`config.mk`:
```
export PLATFORM = sky130hd
export DESIGN_NAME = script_token_scanner
export DESIGN_NICKNAME = d
export VERILOG_FILES = /design/src/rtl/stt_pkg.sv /design/src/rtl/script_token_scanner.sv /design/src/rtl/stt_lexer_core.sv /design/src/rtl/stt_token_fifo.sv
export SDC_FILE = /design/constraint.sdc
export NUM_CORES = 1
export LEC_CHECK = 0
export BUFFER_PORTS_ARGS = -buffer_cell sky130_fd_sc_hd__buf_2
export CORE_MARGIN = 2
export CORE_UTILIZATION = 55
export CTS_CLUSTER_SIZE = 12
export DETAILED_ROUTE_END_ITERATION = 12
export HOLD_SLACK_MARGIN = 0.03
export PLACE_DENSITY = 0.75
export SYNTH_ARGS = -nofsm -noshare
export SYNTH_HDL_FRONTEND = slang
export SYNTH_HIERARCHICAL = 1
export SYNTH_SLANG_ARGS = --single-unit
```
`constraint.sdc`:
```
create_clock -name clk -period 5.1 [get_ports clk]
set_clock_uncertainty 0.05 [all_clocks]
set_input_delay 0.51 -clock clk [delete_from_list [all_inputs] [get_ports clk]]
set_output_delay 0.51 -clock clk [all_outputs]
set_load 0.05 [all_outputs]
```
`src/rtl/stt_pkg.sv`:
```
`timescale 1ns / 1ps
// Shared types, token kind codes and keyword table for the token scanner.
// No dependencies.
package stt_pkg;

	localparam int POS_BITS_DEF   = 16;
	localparam int KW_MAX_LEN_DEF = 8;

	// result queue
	localparam int FIFO_DEPTH = 4;
	localparam int FIFO_AW    = 2;
	localparam int FIFO_CW    = 3;

	// token kinds
	localparam logic [5:0] KIND_LPAREN    = 6'd0;
	localparam logic [5:0] KIND_RPAREN    = 6'd1;
	localparam logic [5:0] KIND_LBRACE    = 6'd2;
	localparam logic [5:0] KIND_RBRACE    = 6'd3;
	localparam logic [5:0] KIND_LBRACKET  = 6'd4;
	localparam logic [5:0] KIND_RBRACKET  = 6'd5;
	localparam logic [5:0] KIND_TRIPLEDOT = 6'd6;
	localparam logic [5:0] KIND_COMMA     = 6'd7;
	localparam logic [5:0] KIND_SEMI      = 6'd8;
	localparam logic [5:0] KIND_PLUS      = 6'd9;
	localparam logic [5:0] KIND_MINUS     = 6'd10;
	localparam logic [5:0] KIND_ARROW     = 6'd11;
	localparam logic [5:0] KIND_STAR      = 6'd12;
	localparam logic [5:0] KIND_SLASH     = 6'd13;
	localparam logic [5:0] KIND_BANG      = 6'd14;
	localparam logic [5:0] KIND_NE        = 6'd15;
	localparam logic [5:0] KIND_ASSIGN    = 6'd16;
	localparam logic [5:0] KIND_FATARROW  = 6'd17;
	localparam logic [5:0] KIND_EQ        = 6'd18;
	localparam logic [5:0] KIND_LT        = 6'd19;
	localparam logic [5:0] KIND_LE        = 6'd20;
	localparam logic [5:0] KIND_GT        = 6'd21;
	localparam logic [5:0] KIND_GE        = 6'd22;
	localparam logic [5:0] KIND_AND       = 6'd23;
	localparam logic [5:0] KIND_OR        = 6'd24;
	localparam logic [5:0] KIND_STRING    = 6'd25;
	localparam logic [5:0] KIND_NUMBER    = 6'd26;
	localparam logic [5:0] KIND_IDENT     = 6'd27;
	localparam logic [5:0] KIND_NULL      = 6'd28;
	localparam logic [5:0] KIND_TRUE      = 6'd29;
	localparam logic [5:0] KIND_FALSE     = 6'd30;
	localparam logic [5:0] KIND_LET       = 6'd31;
	localparam logic [5:0] KIND_IF        = 6'd32;
	localparam logic [5:0] KIND_ELSE      = 6'd33;
	localparam logic [5:0] KIND_WHILE     = 6'd34;
	localparam logic [5:0] KIND_FOR       = 6'd35;
	localparam logic [5:0] KIND_IN        = 6'd36;
	localparam logic [5:0] KIND_BY        = 6'd37;
	localparam logic [5:0] KIND_BREAK     = 6'd38;
	localparam logic [5:0] KIND_CONTINUE  = 6'd39;
	localparam logic [5:0] KIND_EOF       = 6'd40;
	localparam logic [5:0] KIND_ERROR     = 6'd41;

	localparam logic [7:0] CH_NUL = 8'h00;
	localparam logic [7:0] CH_LF  = 8'h0A;
	localparam logic [7:0] CH_CR  = 8'h0D;

	// keyword text, first character in the low byte, zero padded
	localparam int KW_COUNT = 12;
	localparam logic [63:0] KW_TEXT [KW_COUNT] = '{
		64'("llun"), 64'("eurt"), 64'("eslaf"), 64'("tel"),
		64'("fi"), 64'("esle"), 64'("elihw"), 64'("rof"),
		64'("ni"), 64'("yb"), 64'("kaerb"), 64'("eunitnoc")
	};
	localparam logic [3:0] KW_LEN [KW_COUNT] = '{
		4'd4, 4'd4, 4'd5, 4'd3, 4'd2, 4'd4, 4'd5, 4'd3, 4'd2, 4'd2, 4'd5, 4'd8
	};
	localparam logic [5:0] KW_KIND [KW_COUNT] = '{
		KIND_NULL, KIND_TRUE, KIND_FALSE, KIND_LET, KIND_IF, KIND_ELSE,
		KIND_WHILE, KIND_FOR, KIND_IN, KIND_BY, KIND_BREAK, KIND_CONTINUE
	};
	localparam logic KW_NEEDS_FOR [KW_COUNT] = '{
		1'b0, 1'b0, 1'b0, 1'b0, 1'b0, 1'b0, 1'b0, 1'b0, 1'b1, 1'b1, 1'b0, 1'b0
	};

	typedef struct packed {
		logic [7:0] source_byte;
		logic       for_context;
	} in_word_t;

	typedef struct packed {
		logic [5:0]  token_kind;
		logic [15:0] token_start;
		logic [15:0] token_length;
		logic        last_of_run;
	} token_t;

	// up to two tokens from one byte, in output order
	typedef struct packed {
		logic [1:0] n_push;
		token_t     t0;
		token_t     t1;
	} push_t;

	typedef struct packed {
		logic [FIFO_CW-1:0] count;
		logic               room2;
	} fifo_stat_t;

endpackage

```
`src/rtl/script_token_scanner.sv`:
```
`timescale 1ns / 1ps
// Streaming token scanner, one source byte per cycle while the result queue has room.
// A taken byte waits in the input register; its tokens are then written into the result queue.
// A byte that ends two tokens pushes both at once; the queue hands them out one at a time.
// The input register waits only while the 4-entry result queue has fewer than two free slots.
// Reset: arst_n clears mode, offsets, word buffer and queue; byte 0 (Eof) also clears the scanner.
// Depends on stt_pkg, stt_lexer_core, stt_token_fifo.
module script_token_scanner #(
	parameter int POS_BITS        = stt_pkg::POS_BITS_DEF,
	parameter int KEYWORD_MAX_LEN = stt_pkg::KW_MAX_LEN_DEF
) (
	input  logic              clk,
	input  logic              arst_n,
	input  logic              in_valid,
	output logic              in_ready,
	input  stt_pkg::in_word_t in_data,
	output logic              out_valid,
	input  logic              out_ready,
	output stt_pkg::token_t   out_data
);

	logic                valid_s1;
	stt_pkg::in_word_t   word_s1;
	logic                fire_s1;
	stt_pkg::push_t      push;
	stt_pkg::fifo_stat_t fifo_stat;

	assign fire_s1  = valid_s1 && fifo_stat.room2;
	assign in_ready = !valid_s1 || fire_s1;

	always_ff @(posedge clk or negedge arst_n) begin
		if (!arst_n) valid_s1 <= 1'b0;
		else if (in_ready) valid_s1 <= in_valid;
	end

	always_ff @(posedge clk) begin
		if (in_valid && in_ready) word_s1 <= in_data;
	end

	stt_lexer_core #(
		.POS_BITS        (POS_BITS),
		.KEYWORD_MAX_LEN (KEYWORD_MAX_LEN)
	) u_core (
		.clk    (clk),
		.arst_n (arst_n),
		.fire   (fire_s1),
		.word   (word_s1),
		.push   (push)
	);

	stt_token_fifo u_fifo (
		.clk       (clk),
		.arst_n    (arst_n),
		.push      (push),
		.pop_ready (out_ready),
		.out_valid (out_valid),
		.out_data  (out_data),
		.stat      (fifo_stat)
	);

`ifndef NO_ASSERTIONS
	a_fifo_bound: assert property (@(posedge clk) disable iff (!arst_n)
		fifo_stat.count <= stt_pkg::FIFO_CW'(stt_pkg::FIFO_DEPTH))
		else $error("result queue overflow");

	a_last_single: assert property (@(posedge clk) disable iff (!arst_n)
		push.n_push == 2'd1 |-> push.t0.last_of_run)
		else $error("single token not marked last");

	a_last_pair: assert property (@(posedge clk) disable iff (!arst_n)
		push.n_push == 2'd2 |-> (push.t1.last_of_run && !push.t0.last_of_run))
		else $error("token pair marked wrong");

	a_eof_emits: assert property (@(posedge clk) disable iff (!arst_n)
		(fire_s1 && word_s1.source_byte == stt_pkg::CH_NUL) |-> push.n_push != 2'd0)
		else $error("end of source without token");
`endif

endmodule

```
`src/rtl/stt_lexer_core.sv`:
```
`timescale 1ns / 1ps
// Scanner state registers and the per-byte mode transition / token build.
// Depends on stt_pkg.
module stt_lexer_core #(
	parameter int POS_BITS        = stt_pkg::POS_BITS_DEF,
	parameter int KEYWORD_MAX_LEN = stt_pkg::KW_MAX_LEN_DEF
) (
	input  logic             clk,
	input  logic             arst_n,
	input  logic             fire,
	input  stt_pkg::in_word_t word,
	output stt_pkg::push_t   push
);

	localparam int CW = $clog2(KEYWORD_MAX_LEN + 2);
	localparam int BW = KEYWORD_MAX_LEN * 8;

	localparam logic [3:0] M_IDLE   = 4'd0;
	localparam logic [3:0] M_MINUS  = 4'd1;
	localparam logic [3:0] M_BANG   = 4'd2;
	localparam logic [3:0] M_EQ     = 4'd3;
	localparam logic [3:0] M_LT     = 4'd4;
	localparam logic [3:0] M_GT     = 4'd5;
	localparam logic [3:0] M_AMP    = 4'd6;
	localparam logic [3:0] M_PIPE   = 4'd7;
	localparam logic [3:0] M_DOT    = 4'd8;
	localparam logic [3:0] M_DOTDOT = 4'd9;
	localparam logic [3:0] M_NUM    = 4'd10;
	localparam logic [3:0] M_IDENT  = 4'd11;
	localparam logic [3:0] M_STR    = 4'd12;

	localparam logic [POS_BITS-1:0] LEN0 = POS_BITS'(0);
	localparam logic [POS_BITS-1:0] LEN1 = POS_BITS'(1);
	localparam logic [POS_BITS-1:0] LEN2 = POS_BITS'(2);
	localparam logic [POS_BITS-1:0] LEN3 = POS_BITS'(3);

	logic [3:0]          mode_q, mode_d;
	logic [POS_BITS-1:0] pos_q, pos_d;
	logic [POS_BITS-1:0] origin_q, origin_d;
	logic [BW-1:0]       wbuf_q, wbuf_d;
	logic [CW-1:0]       wcnt_q, wcnt_d;
	logic                delim_q, delim_d;

	logic [7:0]          c;
	logic [POS_BITS-1:0] span;
	logic                is_digit, is_alpha, is_word, is_space;
	logic [5:0]          word_kind;

	logic                a_v, b_v, used;
	logic [5:0]          a_kind, b_kind;
	logic [POS_BITS-1:0] a_start, a_len, b_start, b_len;
	stt_pkg::token_t     tok_a, tok_b;

	function automatic logic [15:0] to16(input logic [POS_BITS-1:0] v);
		logic [POS_BITS+15:0] e;
		e = {{16{1'b0}}, v};
		return e[15:0];
	endfunction

	assign c        = word.source_byte;
	assign span     = pos_q - origin_q;
	assign is_digit = (c >= "0") && (c <= "9");
	assign is_alpha = ((c >= "a") && (c <= "z")) || ((c >= "A") && (c <= "Z"));
	assign is_word  = is_alpha || is_digit || (c == "_");
	assign is_space = (c == " ") || ((c >= 8'd9) && (c <= 8'd13));

	// bytes past the word count are zero, so a padded compare is exact
	always_comb begin
		word_kind = stt_pkg::KIND_IDENT;
		for (int i = 0; i < stt_pkg::KW_COUNT; i++) begin
			if ((wcnt_q == CW'(stt_pkg::KW_LEN[i])) && (wbuf_q[63:0] == stt_pkg::KW_TEXT[i])) begin
				if (!stt_pkg::KW_NEEDS_FOR[i] || word.for_context)
					word_kind = stt_pkg::KW_KIND[i];
			end
		end
	end

	always_comb begin
		mode_d   = mode_q;
		origin_d = origin_q;
		wbuf_d   = wbuf_q;
		wcnt_d   = wcnt_q;
		delim_d  = delim_q;
		pos_d    = pos_q + LEN1;
		used     = 1'b0;
		a_v      = 1'b0;
		a_kind   = stt_pkg::KIND_ERROR;
		a_start  = origin_q;
		a_len    = LEN1;
		b_v      = 1'b0;
		b_kind   = stt_pkg::KIND_ERROR;
		b_start  = pos_q;
		b_len    = LEN1;

		// finish or extend the pending token
		case (mode_q)
			M_MINUS: begin
				a_v = 1'b1;
				if (c == ">") begin
					a_kind = stt_pkg::KIND_ARROW; a_len = LEN2; used = 1'b1;
				end else a_kind = stt_pkg::KIND_MINUS;
				mode_d = M_IDLE;
			end
			M_BANG: begin
				a_v = 1'b1;
				if (c == "=") begin
					a_kind = stt_pkg::KIND_NE; a_len = LEN2; used = 1'b1;
				end else a_kind = stt_pkg::KIND_BANG;
				mode_d = M_IDLE;
			end
			M_EQ: begin
				a_v = 1'b1;
				if (c == ">") begin
					a_kind = stt_pkg::KIND_FATARROW; a_len = LEN2; used = 1'b1;
				end else if (c == "=") begin
					a_kind = stt_pkg::KIND_EQ; a_len = LEN2; used = 1'b1;
				end else a_kind = stt_pkg::KIND_ASSIGN;
				mode_d = M_IDLE;
			end
			M_LT: begin
				a_v = 1'b1;
				if (c == "=") begin
					a_kind = stt_pkg::KIND_LE; a_len = LEN2; used = 1'b1;
				end else a_kind = stt_pkg::KIND_LT;
				mode_d = M_IDLE;
			end
			M_GT: begin
				a_v = 1'b1;
				if (c == "=") begin
					a_kind = stt_pkg::KIND_GE; a_len = LEN2; used = 1'b1;
				end else a_kind = stt_pkg::KIND_GT;
				mode_d = M_IDLE;
			end
			M_AMP: begin
				a_v = 1'b1;
				if (c == "&") begin
					a_kind = stt_pkg::KIND_AND; a_len = LEN2; used = 1'b1;
				end
				mode_d = M_IDLE;
			end
			M_PIPE: begin
				a_v = 1'b1;
				if (c == "|") begin
					a_kind = stt_pkg::KIND_OR; a_len = LEN2; used = 1'b1;
				end
				mode_d = M_IDLE;
			end
			M_DOT: begin
				if (is_digit) begin
					mode_d = M_NUM; delim_d = 1'b0; used = 1'b1;
				end else if (c == ".") begin
					mode_d = M_DOTDOT; used = 1'b1;
				end else begin
					a_v = 1'b1; mode_d = M_IDLE;
				end
			end
			M_DOTDOT: begin
				a_v = 1'b1;
				if (c == ".") begin
					a_kind = stt_pkg::KIND_TRIPLEDOT; a_len = LEN3; used = 1'b1;
				end else a_len = LEN2;
				mode_d = M_IDLE;
			end
			M_NUM: begin
				if (is_digit) used = 1'b1;
				else if (!delim_q && ((c == ".") || (c == "x") || (c == "X"))) begin
					delim_d = 1'b1; used = 1'b1;
				end else begin
					a_v = 1'b1; a_kind = stt_pkg::KIND_NUMBER; a_len = span;
					mode_d = M_IDLE;
				end
			end
			M_IDENT: begin
				if (is_word) begin
					used = 1'b1;
					for (int i = 0; i < KEYWORD_MAX_LEN; i++) begin
						if (wcnt_q == CW'(i)) wbuf_d[8*i +: 8] = c;
					end
					if (wcnt_q <= CW'(KEYWORD_MAX_LEN)) wcnt_d = wcnt_q + CW'(1);
				end else begin
					a_v = 1'b1; a_kind = word_kind; a_len = span;
					mode_d = M_IDLE;
				end
			end
			M_STR: begin
				if (c == "\"") begin
					a_v = 1'b1; a_kind = stt_pkg::KIND_STRING; a_len = span;
					mode_d = M_IDLE; used = 1'b1;
				end else if ((c == stt_pkg::CH_CR) || (c == stt_pkg::CH_LF) ||
						(c == stt_pkg::CH_NUL)) begin
					a_v = 1'b1; a_len = span;
					mode_d = M_IDLE;
				end else used = 1'b1;
			end
			default: mode_d = M_IDLE;
		endcase

		// byte not consumed above starts something new
		if (!used) begin
			case (c)
				stt_pkg::CH_NUL: begin
					b_v = 1'b1; b_kind = stt_pkg::KIND_EOF; b_len = LEN0;
					mode_d = M_IDLE; pos_d = '0; origin_d = '0;
					wbuf_d = '0; wcnt_d = '0; delim_d = 1'b0;
				end
				"(": begin b_v = 1'b1; b_kind = stt_pkg::KIND_LPAREN; end
				")": begin b_v = 1'b1; b_kind = stt_pkg::KIND_RPAREN; end
				"{": begin b_v = 1'b1; b_kind = stt_pkg::KIND_LBRACE; end
				"}": begin b_v = 1'b1; b_kind = stt_pkg::KIND_RBRACE; end
				"[": begin b_v = 1'b1; b_kind = stt_pkg::KIND_LBRACKET; end
				"]": begin b_v = 1'b1; b_kind = stt_pkg::KIND_RBRACKET; end
				",": begin b_v = 1'b1; b_kind = stt_pkg::KIND_COMMA; end
				";": begin b_v = 1'b1; b_kind = stt_pkg::KIND_SEMI; end
				"+": begin b_v = 1'b1; b_kind = stt_pkg::KIND_PLUS; end
				"*": begin b_v = 1'b1; b_kind = stt_pkg::KIND_STAR; end
				"/": begin b_v = 1'b1; b_kind = stt_pkg::KIND_SLASH; end
				"-": begin mode_d = M_MINUS; origin_d = pos_q; end
				"!": begin mode_d = M_BANG; origin_d = pos_q; end
				"=": begin mode_d = M_EQ; origin_d = pos_q; end
				"<": begin mode_d = M_LT; origin_d = pos_q; end
				">": begin mode_d = M_GT; origin_d = pos_q; end
				"&": begin mode_d = M_AMP; origin_d = pos_q; end
				"|": begin mode_d = M_PIPE; origin_d = pos_q; end
				".": begin mode_d = M_DOT; origin_d = pos_q; end
				"\"": begin mode_d = M_STR; origin_d = pos_q + LEN1; end
				default: begin
					if (is_space) begin
						mode_d = mode_d;
					end else if (is_digit) begin
						mode_d = M_NUM; origin_d = pos_q; delim_d = 1'b0;
					end else if (is_alpha || (c == "_")) begin
						mode_d = M_IDENT; origin_d = pos_q;
						wbuf_d = '0; wbuf_d[7:0] = c; wcnt_d = CW'(1);
					end else b_v = 1'b1;
				end
			endcase
		end
	end

	always_comb begin
		tok_a.token_kind   = a_kind;
		tok_a.token_start  = to16(a_start);
		tok_a.token_length = to16(a_len);
		tok_a.last_of_run  = !b_v;
		tok_b.token_kind   = b_kind;
		tok_b.token_start  = to16(b_start);
		tok_b.token_length = to16(b_len);
		tok_b.last_of_run  = 1'b1;
		push.t1 = tok_b;
		if (a_v) push.t0 = tok_a;
		else push.t0 = tok_b;
		if (!fire) push.n_push = 2'd0;
		else push.n_push = {1'b0, a_v} + {1'b0, b_v};
	end

	always_ff @(posedge clk or negedge arst_n) begin
		if (!arst_n) begin
			mode_q   <= M_IDLE;
			pos_q    <= '0;
			origin_q <= '0;
			wbuf_q   <= '0;
			wcnt_q   <= '0;
			delim_q  <= 1'b0;
		end else if (fire) begin
			mode_q   <= mode_d;
			pos_q    <= pos_d;
			origin_q <= origin_d;
			wbuf_q   <= wbuf_d;
			wcnt_q   <= wcnt_d;
			delim_q  <= delim_d;
		end
	end

endmodule

```
`src/rtl/stt_token_fifo.sv`:
```
`timescale 1ns / 1ps
// Small result queue: takes up to two tokens per cycle, hands out one.
// Depends on stt_pkg.
module stt_token_fifo (
	input  logic                 clk,
	input  logic                 arst_n,
	input  stt_pkg::push_t       push,
	input  logic                 pop_ready,
	output logic                 out_valid,
	output stt_pkg::token_t      out_data,
	output stt_pkg::fifo_stat_t  stat
);

	stt_pkg::token_t                mem_q [stt_pkg::FIFO_DEPTH];
	logic [stt_pkg::FIFO_AW-1:0]    wr_ptr_q, rd_ptr_q;
	logic [stt_pkg::FIFO_CW-1:0]    count_q;
	logic                           pop;

	assign out_valid  = (count_q != '0);
	assign out_data   = mem_q[rd_ptr_q];
	assign pop        = out_valid && pop_ready;
	assign stat.count = count_q;
	assign stat.room2 = (count_q <= stt_pkg::FIFO_CW'(stt_pkg::FIFO_DEPTH - 2));

	always_ff @(posedge clk) begin
		if (push.n_push != 2'd0) mem_q[wr_ptr_q] <= push.t0;
		if (push.n_push == 2'd2) mem_q[wr_ptr_q + stt_pkg::FIFO_AW'(1)] <= push.t1;
	end

	always_ff @(posedge clk or negedge arst_n) begin
		if (!arst_n) begin
			wr_ptr_q <= '0;
			rd_ptr_q <= '0;
			count_q  <= '0;
		end else begin
			wr_ptr_q <= wr_ptr_q + stt_pkg::FIFO_AW'(push.n_push);
			if (pop) rd_ptr_q <= rd_ptr_q + stt_pkg::FIFO_AW'(1);
			count_q <= count_q + stt_pkg::FIFO_CW'(push.n_push) - stt_pkg::FIFO_CW'(pop);
		end
	end

endmodule

```
==> flow_summary.yaml <==
timing:
  fmax_ghz: 0.2251
  finalWorstSetupSlack_ns: 0.6583
  min_period_ns: 4.442
  setup_viol: 0
  finalCritPeriodShare_pct: 87.09
  tns_ns: 0
  drv_slew: 0
  maxSlewHeadroom_pct: 16.80
  tightest_slew_ns: 1.245
  finalHoldViolations: 0
  rsz0062_at_grt: "false"
synthesis:
  synth.area.top_cells: "edfxtp_1 30%, dfrtp_1 17%, mux2_2 10%"
  synthCells: 1390
  synth_edf_count: 165
  yosys.area.top_type: "edfxtp_1"
  synth_top_area_share_pct: 30.19
  ys_seq_area_share_pct: 47.42
  synth-main-ff-cell: "edfxtp_1"
  synth_cell_types: 98
  syn_area_per_cell_um2: 11.81
  synth_warnings: 6
  ys_seq_elements: 278
  synth_area_um2: 16410
  async_flop_share_pct: 40.65
placement:
  placed_area_um2: 17130
  io_buffers: 53
  place_ws_ns: 0.7271
  hpwl_mm: 28.01
  place.gp.congestion: 1.018
route:
  num_vias: 11950
  ant_nets: 0
  avgViaCountPerCell: 6.463
  finalWirelength_mm: 41.98
  drc_errors: 0
  wl_per_cell_um: 22.71
  drt_iter0_drc: 1252
  drt_first_pass_iters: 6
critical_path:
  crit_type: "flop to flop"
  crit_arrival_ns: 4.66
  reg2reg_from: "word_s1[1]"
  worstPathRequired_ns: 5.32
  worst_path_largest_cell_delay_ns: 0.64
  r2r.worst_path.cells: 12
  start_kind: "flop"
  r2r_slack_ns: 0.66
  end_kind: "flop"
  reg2reg_to: "u_fifo/mem_q[3][9]"
  worstPathCellList: "nand2b_2, a2bb2oi_1, o221ai_1, a2111oi_4, and2_1, and3_1, ha_1, and2_1, buf_4, and4bb_2, buf_4, mux2_2"
  critical_path.startpoint: "word_s1[1]"
  cp_max_fo: 18
  cp-endpoint: "u_fifo/mem_q[3][9]"
  crit_slowest_cell: "edfxtp_1"
layout:
  drive_above_1_share_pct: 27.07
  antenna_cells: 0
  nFillCells: 2294
  stdcell_area_um2: 18260
  syn_to_final_growth_pct: 11.23
  finalNetCount: 1475
grt:
  grt_pass1_vias: 11630
  grt_max_degree: 62
  grt.total_usage_pct: 27.00
  grt.overflow.total: 0
  grt_first_pass_wirelength_mm: 66.16
  grt_antenna_before_repair: 0
outcome:
  status: "complete, no violations"
power:
  power.leakage_nw: 7.023
  peakVddDrop_v: 0.0004764
  p_per_area_nw_per_um2: 650.9
die:
  coreArea_um2: 29480
  chipWidth_um: 176.7
  die_y_um: 176.7
  io_pins: 54
  die_area_um2: 31240
  start_util_pct: 55.67
  row_count: 63
clock_tree:
  cts_buffers: 34
  clock_tree.root_cell: "clkbuf_16"
  clock_path_buffers: 3
  cts.hold.buffers_added: 0
  cts_resized: 0
  post_cts_buffers: 0
  cts_max_level: 2
  clock_latency_ns: 0.52
  cts_tree: "yes"
  cts.sinks: 278
  clkTransAtPathRegs_ns: 0.06
worst_hold_path:
  hold_class: "input pin to asynchronous set/reset pin"
flow_run:
  maxCapViolCount: 0
==> cells in the mapped netlist, drive strengths merged (39+ instances only) <==
master  count
mux2      173
edfxtp    165
dfrtp     113
nor2       75
o21ai      68
nand2      67
a22o       62
buf        62
a21oi      53
clkbuf     43
inv        39
mux4       39
==> routing by layer <==
layer	up-vias	share of wire (%)	track usage, %
met4	0	2.4	7.266
li1	5422	-	-
met1	5944	43	38.13
met5	-	0	0
met2	503	48	44.55
met3	82	6.6	3.007
==> state kept, by name, indices dropped and copies added, names as in the netlist, 3 cells and up <==
name and count:
u_fifo/mem_q 156, u_core/wcnt_q 4, u_core/mode_q 4, u_core/wbuf_q 64, u_core/a_start 16, word_s1 9, u_core/b_start 16, u_fifo/count_q 3
==> final cells by class <==
type | instances | area, µm² | share of cell area, %
well taps | 390 | 488.0 | 2.673
multi-input cells | 983 | 8001 | 43.83
repair buffers | 99 | 713.2 | 3.907
clock inverters | 15 | 168.9 | 0.9253
clock buffers | 45 | 952.2 | 5.216
inverters | 39 | 146.4 | 0.8019
flip-flops and latches | 278 | 7785 | 42.65
==> worst min-delay path by stage <==
stage                        endpoint  slack, ns  depth (start not counted)
finish              u_core/wbuf_q[45]       0.05                          1
detailed placement  u_core/wbuf_q[47]       0.42                          1
floorplan           u_core/a_start[0]       0.16                          0
global placement    u_core/wbuf_q[39]       0.42                          1
global route               word_s1[6]       0.10                          1
CTS                 u_core/wbuf_q[48]       0.07                          1
==> power by group <==
| part | switching [mW] | leakage (nW) | total (mW) | internal [mW] |
|---|---|---|---|---|
| registers | 0.445 | 3.05 | 3.80 | 3.35 |
| clock network | 0.948 | 0.555 | 2.42 | 1.47 |
| logic | 3.50 | 3.42 | 5.67 | 2.17 |
| total | 4.89 | 7.02 | 11.9 | 6.99 |
==> per-stage QoR <==
step | total power, mW | instances | utilization, % | hold WS, ns
global route | 12.45 | 1849 | 61.92 | 0.1045
CTS | 11.91 | 1849 | 61.92 | 0.07277
floorplan | 7.962 | 1405 | - | 0.1644
detailed placement | 9.431 | 1789 | 58.12 | 0.4241
finish | 11.88 | 1849 | 61.92 | 0.05332
global placement | 9.334 | 1789 | 58.12 | 0.4206
==> critical path: cells and delay by family (launching register included) <==
kind / cells / cell delay, ns
AND/OR/NAND/NOR: 5 / 1.28
AO/OA/AOI/OAI: 3 / 1.10
flip-flops: 1 / 0.64
buffers and inverters: 2 / 0.50
multiplexers: 1 / 0.38
adder cells (fa/ha/maj): 1 / 0.24
==> layout by cell type (no fill, tap or decap), types with 20 or more instances in the layout <==
cell       count
edfxtp_1     165
buf_2         52
nand4_1       20
nand3_1       38
nor2_1        74
clkbuf_16     34
nor4_1        23
and3_1        28
ha_1          25
dfrtp_1      111
nand2_1       67
mux4_2        39
nor3_1        38
inv_1         37
a21oi_1       49
mux2_2       149
buf_4         39
o21ai_0       57
a22o_1        62
==> kinds of logic (layout without fill, tap and decap cells) <==
logic type	after synthesis	after routing	synth area share, %
XOR/XNOR	18	18	0.9606
flip-flops	278	278	47.42
multiplexers	230	230	18.55
buffers and inverters	144	198	4.460
other	2	17	0.04576
AO/OA/AOI/OAI	279	279	12.24
adder cells (fa/ha/maj)	28	28	2.211
AND/OR/NAND/NOR	411	411	14.12
No activity file was read; power rests on OpenSTA's default activity.
